## config.mk

```make
export PLATFORM = sky130hd
export DESIGN_NAME = btff_ram
export DESIGN_NICKNAME = d
export VERILOG_FILES = /design/src/sv/btff_ram.sv
export SDC_FILE = /design/constraint.sdc
export NUM_CORES = 1
export LEC_CHECK = 0
export ABC_CLOCK_PERIOD_IN_PS = 1800
export BUFFER_PORTS_ARGS = -buffer_cell sky130_fd_sc_hd__buf_2
export CAP_MARGIN = 15
export CORE_AREA = 2 2 95 97
export CTS_BUF_LIST = sky130_fd_sc_hd__clkbuf_16
export DETAILED_ROUTE_END_ITERATION = 16
export DIE_AREA = 0 0 97 99
export PLACE_DENSITY = 0.85
export SETUP_SLACK_MARGIN = 0.1
export SLEW_MARGIN = 20
export SYNTH_ARGS = -nofsm -noshare
export SYNTH_HDL_FRONTEND = slang
export SYNTH_SLANG_ARGS = --single-unit
```

## constraint.sdc

```tcl
create_clock -name clock -period 1.8 [get_ports clock]
set_input_delay 0.09 -clock clock [delete_from_list [all_inputs] [get_ports clock]]
set_output_delay 0.09 -clock clock [all_outputs]
set_load 0.01 [all_outputs]
```

## src/sv/btff_ram.sv

```systemverilog
// Generic single-port RAM with registered read data.
// Parameters set the width and depth; no package dependency.
`default_nettype none
module btff_ram #(
   parameter int unsigned Width = 8,
   parameter int unsigned Depth = 16
) (
   input  wire logic                     clock,
   input  wire logic                     wr_en,
   input  wire logic [$clog2(Depth)-1:0] addr,
   input  wire logic [Width-1:0]         wr_data,
   output logic      [Width-1:0]         rd_data
);
   logic [Width-1:0] mem [Depth];
   always_ff @(posedge clock) begin
      if (wr_en) begin
         mem[addr] <= wr_data;
      end
      rd_data <= mem[addr];
   end
endmodule
`default_nettype wire

```

==> Word level (Yosys, flattened, before mapping) <==
Memories as Yosys holds them, arrays and structs flattened. A register that Yosys moved wholly into a read port is not among the register bits.
Index checks and enable logic that the tools add are counted.
Widths: inputs -> output; s select.
{ "totals": {"regBits": 0, "ram_bits": 128, "in_bits": 14, "output_inout_bits": 8, "wordCells": 3, "n_memories": 1} }
{ "op_classes": {"n_mux": 2} }
{ "memory_table": {"columns": ["name", "words", "word_bits", "read_ports", "rd_clocked_by_memory_dff", "write_ports", "line_no", "source"], "rows": [
  ["mem", 16, 8, 1, 1, 1, "14", "logic [Width-1:0] mem [Depth];"]
]} }
{ "ops": {"columns": ["op", "n"], "rows": [
  ["$mux 1", 2]
]} }

==> Depth between registers and ports, before layout <==
Gate-level depths: netlist (run 1).
{ "logic_depth": {"ltp_word": 2, "mapped_depth": 5, "ltp_nobuf": 3} }

==> Worst setup path after synthesis (run 1) <==
OpenSTA, ideal clock, no wires.
{ "synth_path": {"kind": "input -> register", "from": "input port addr[2]", "to": "memory mem[0][0], enable pin", "setup_ps": 383, "t_arrival_ps": 1200, "required_time_ps": 1417, "setup_slack_ps": 217, "path_stages": 2, "n_path_buf": 0, "cell_sequence": "or3b_2 > nor3_1"} }
{ "synth_rtl": {"columns": ["element", "line_no", "source"], "rows": [
  ["start, declared", "10", "input wire logic [$clog2(Depth)-1:0] addr,"],
  ["end, declared", "14", null]
]} }
Straight into the memory's write port.

==> metrics.csv, run 1 <==
metric,value,unit
status,"finished, final reports clean",
fp.dieH,99,um
clock_latency,0.41,ns
ant_nets,0,
comb_power_share,0.045,
initial_utilization,0.593,
core_area,8550,um2
avgSynthCellArea,22.0,um2
post_cts_buffers,0,
finalSetupTns,0,ns
synth_top_cell_area_share,0.759,
drv_cap,0,
netlist_area,5070,um2
yosys-top-cells-area,"edfxtp_1 76%, mux4_2 14%, dfxtp_1 3.2%",
cp_data_required_time,2.09,ns
grt_max_degree,23,
place_ws,0.291,ns
reg2reg_to,rd_data[1]$_DFF_P_,
clock-sinks,136,
p_int,6.12,mW
cts_made_buffers,17,
area_delta_synth_final,19.8,%
synth_cell_types,18,
power_density,1250,nW/um2
port_buffers,21,
die_x,97,um
period_share,0.772,
min_from,wr_data[6],
ys_warn_count,0,
setup_viol,0,
crit_type,register to register,
layout_commonest_cell,edfxtp_1,
crit_path_end_kind,register,
place_hpwl,5940,um
grt_use_total,0.223,
wl_per_cell,23.8,um
synth_top_family_by_area,multiplexers,
cts_htree_levels,4,
cts_hold_buf,0,
final_net_count,295,
r2r-start,mem[2][1]$_DFFE_PP_,
antenna_cells,0,
fmax,720,MHz
drt_first_pass_iters,4,
fin_cells,402,
ys_ff_latch,136,
finalWirelength,9580,um
gp_congestion,0.763,
post_cts_resized,0,
grt_setup_unrepaired,no,
drtIter0Drc,257,
grt_pass1_vias,2663,
crit_path_start,mem[2][1]$_DFFE_PP_,
cp_max_fo,1,
hold_slack,0.0705,ns
yosysTopAreaCell,edfxtp_1,
cts_tree,built,
synth_xor_area_frac,0,
clkPwrFrac,0.485,
yosys.area_share.simple,0.0321,
drv_slew,0,
slew_headroom,0.605,
drive_gt1_frac,0.357,
cts_root_buf,clkbuf_16,
reg2reg_slack,0.41,ns
clk_pin_slew,0.06,ns
hold_viol_final,0,
num-fill-cells,470,
rows,34,
synth_nets,244,
worst_pin_slew,0.592,ns
vias_per_cell,6.11,
switching_share,0.192,
grt_pass1_wl,15200,um
synth-seq-area-share,0.790,
pin_count,22,
synthCells,230,
antenna_found_initial,0,
layout_common_cells,"128 x edfxtp_1, 32 x mux4_2, 21 x buf_2",
finalClockSkew,0.00621,ns
power_frac_seq,0.470,
ir_drop,0.00111,V
p_leak,2.05,nW
clk_path_buf_depth,2,
holdCritPathClass,input pin to register,
placedCellCount,370,
min_period,1.39,ns
grt.overflow.total,0,
cp_data_arrival_time,1.68,ns
synth_mux_area_frac,0.142,
synth_fa_ha_area_frac,0,
r2r_cells,3,
min_delay_worst_endpoint,mem[2][6]$_DFFE_PP_,
p_switching,1.45,mW
min_path_cells,1,
dieArea,9600,um2
layout_setup_ws,0.410,ns
synth_compound_area_frac,0.0237,
cp-start-kind,register,
drc,0,
num_vias,2456,
-- stage by stage --
stage	area [um2]	power, mW	util
global route	6070	7.79	0.710
detailed placement	5440	3.96	0.636
floorplan	5070	3.81	-
global placement	5440	3.95	0.636
CTS	6070	7.63	0.710
finish	6070	7.58	0.710
-- layer usage --
metal / global-route usage / share of wire / routed length [um] / vias up
li1: - / - / - / 1063
met4: 0.0845 / 0.013 / 123 / 0
met2: 0.374 / 0.54 / 5170 / 105
met1: 0.278 / 0.39 / 3710 / 1280
met3: 0.0667 / 0.060 / 577 / 8
met5: 0 / 0 / 0 / -
-- registers in the layout (all words and copies together), names as in the netlist --
| register | cells |
|---|---|
| mem | 128 |
| rd_data | 8 |
-- worst max-delay path, stage by stage, from the launching register on --
cell and delay (ns):
edfxtp_1 0.38, mux4_2 0.47, a22oi_1 0.34, nand2_1 0.08
-- synth_stat cells --
library cell / instances
clkbuf_1: 2
nand2b_1: 2
nor2_1: 13
nor2b_1: 2
and2_1: 1
nor3_1: 4
edfxtp_1: 128
nand3_1: 1
or3b_2: 1
nand3b_1: 2
nand2_1: 9
a22oi_1: 16
buf_6: 2
buf_1: 4
mux4_2: 32
buf_2: 2
clkbuf_2: 1
dfxtp_1: 8
-- power groups by stage --
stage          sequential (mW)  combinational [mW]  clock [mW]
3_3_place_gp              3.62               0.327           0
2_1_floorplan             3.63               0.182           0
3_5_place_dp              3.63               0.338           0
4_1_cts                   3.56               0.344        3.73
5_1_grt                   3.57               0.368        3.85
6_report                  3.56               0.339        3.67
-- logic make-up after synthesis --
kind of cell / count (synthesis)
flip-flops: 136
AND/OR/NAND/NOR: 35
multiplexers: 32
AO/OA/AOI/OAI: 16
buffers and inverters: 11
-- final cells by class --
class | count | area (um2) | area share
Sequential cell | 136 | 4000 | 0.660
Clock inverter | 15 | 206 | 0.0340
Timing Repair Buffer | 43 | 295 | 0.0486
Tap cell | 108 | 135 | 0.0223
Multi-Input combinational cell | 83 | 1000 | 0.165
Clock buffer | 17 | 425 | 0.0701
-- worst max path at each step --
stage               slack, ns                   to  depth (start not counted)
floorplan                0.22  mem[0][0]$_DFFE_PP_                          2
global placement         0.30   rd_data[1]$_DFF_P_                          5
detailed placement       0.29   rd_data[1]$_DFF_P_                          5
CTS                      0.40   rd_data[1]$_DFF_P_                          3
global route             0.36   rd_data[1]$_DFF_P_                          3
finish                   0.41   rd_data[1]$_DFF_P_                          3
Power figures use the tool's default switching activity.
==> run 2: changes to the inputs <==
--- a/config.mk
+++ b/config.mk
@@ -5,7 +5,7 @@
 export SDC_FILE = /design/constraint.sdc
 export NUM_CORES = 1
 export LEC_CHECK = 0
-export ABC_CLOCK_PERIOD_IN_PS = 1800
+export ABC_CLOCK_PERIOD_IN_PS = 1500
 export BUFFER_PORTS_ARGS = -buffer_cell sky130_fd_sc_hd__buf_2
 export CAP_MARGIN = 15
 export CORE_AREA = 2 2 95 97
==> constraint.sdc (replaced) <==
create_clock -name clock -period 1.5 [get_ports clock]
set_input_delay 0.075 -clock clock [delete_from_list [all_inputs] [get_ports clock]]
set_output_delay 0.075 -clock clock [all_outputs]
set_load 0.01 [all_outputs]
==> run 2 against run 1 <==
Against the previous run: sequential share of layout area increased by 0.068 points; utilization down 0.073 points; worst setup slack got worse by 0.25 ns; non-clock buffer count is 8 higher; cell count grew 2.0%; sequential power up 20%; register-to-register slack lost 0.25 ns; critical endpoint is now rd_data[3]$_DFF_P_; wire length up 6.0%; via count up 1.5%; power up 11%; clock skew is 0.0016 ns higher; design area decreased by 0.10%.
==> metrics.csv, run 2 (same netlist as run 1, synthesis figures left out) <==
metric,value,unit
status,"finished, final reports clean",
finalInstanceArea,6060,um2
crit_path_end_kind,register,
r2r_cells,3,
drv_cap,0,
clock_latency,0.41,ns
clk_pin_slew,0.06,ns
finalWirelength,10200,um
cts_made_buffers,17,
grt_use_total,0.229,
min_path_cells,1,
min_delay_worst_endpoint,mem[3][0]$_DFFE_PP_,
clock-sinks,136,
hold_slack,0.0511,ns
period_share,0.891,
drtIter0Drc,259,
cp-start-kind,register,
reg2reg_to,rd_data[3]$_DFF_P_,
die_x,97,um
post_cts_resized,0,
crit_path_start,mem[8][3]$_DFFE_PP_,
top_regs,"mem (128), rd_data (8)",
antenna_found_initial,0,
cp_data_required_time,1.79,ns
grt_max_degree,22,
dieArea,9600,um2
drv_slew,0,
antenna_cells,0,
grt_setup_unrepaired,no,
port_buffers,21,
pin_count,22,
cts_hold_buf,0,
drt_first_pass_iters,4,
final_net_count,303,
cp_max_fo,1,
place_hpwl,6280,um
core_area,8550,um2
ir_drop,0.00101,V
hold_viol_final,0,
grt_pass1_vias,2609,
cts_htree_levels,4,
ant_nets,0,
power_density,1380,nW/um2
drive_gt1_frac,0.377,
min_from,wr_data[0],
largest_register,mem,
post_cts_buffers,0,
slew_headroom,0.716,
fmax,748,MHz
clk_path_buf_depth,2,
place_ws,-0.0139,ns
layout_setup_ws,0.164,ns
grt.overflow.total,0,
vias_per_cell,6.08,
crit_type,register to register,
initial_utilization,0.593,
layout_commonest_cell,edfxtp_1,
num_vias,2494,
gp_congestion,0.794,
r2r-start,mem[8][3]$_DFFE_PP_,
rows,34,
fp.dieH,99,um
total_power,8.40,mW
cp_data_arrival_time,1.63,ns
cts_root_buf,clkbuf_16,
drc,0,
p_leak,2.05,nW
cts_tree,built,
finalClockSkew,0.00782,ns
grt_pass1_wl,15300,um
utilization,0.709,
dpl_cell_area,5540,um2
holdCritPathClass,input pin to register,
min_period,1.34,ns
area_delta_synth_final,19.7,%
worst_pin_slew,0.426,ns
largest_reg_flops,128,
setup_viol,0,
reg2reg_slack,0.16,ns
layout_common_cells,"128 x edfxtp_1, 32 x mux4_2, 26 x buf_4",
wl_per_cell,24.8,um
-- run 2: changes by cell type in the layout (fill, tap and decap cells not counted), moves of 4 or more --
cell,change
inv_1,+4
nor2_2,+5
buf_4,+6
bufinv_16,-4
nor2_1,-5
-- run 2: worst max path at each step --
stage	endpoint	slack, ns	depth (start not counted)
floorplan	mem[12][0]$_DFFE_PP_	-0.01	3
global route	rd_data[3]$_DFF_P_	0.12	3
global placement	rd_data[4]$_DFF_P_	0.004	5
finish	rd_data[3]$_DFF_P_	0.16	3
CTS	rd_data[3]$_DFF_P_	0.13	3
detailed placement	rd_data[4]$_DFF_P_	-0.01	5
-- run 2: stage by stage --
stage               setup TNS, ns  cells
CTS                             0    410
global route                    0    410
detailed placement        -0.0139    378
finish                          0    410
global placement                0    378
floorplan                  -0.514    230
-- run 2: cell type report --
type	instances	area (um2)
Sequential cell	136	4000
Multi-Input combinational cell	83	1020
Timing Repair Buffer	51	380
Clock inverter	15	97.6
Tap cell	108	135
Fill cell	494	2490
Clock buffer	17	425
-- run 2: power breakdown --
group | internal, mW | switching [mW] | total (mW)
sequential | 4.25 | 0.0309 | 4.28
combinational | 0.192 | 0.238 | 0.430
clock | 2.21 | 1.47 | 3.69
total | 6.66 | 1.74 | 8.40
-- run 2: layer usage --
metal  vias up  GRT usage  routed length [um]
li1       1077          -                   -
met1      1283      0.289                3950
met2       117      0.380                5340
met3        17     0.0809                 736
met4         0     0.0726                 129
met5         -          0                   0
-- run 2: critical path: stages, from the launching register on --
cell and delay, ns:
edfxtp_1 0.36, mux4_2 0.47, a22oi_1 0.30, nand2_1 0.09
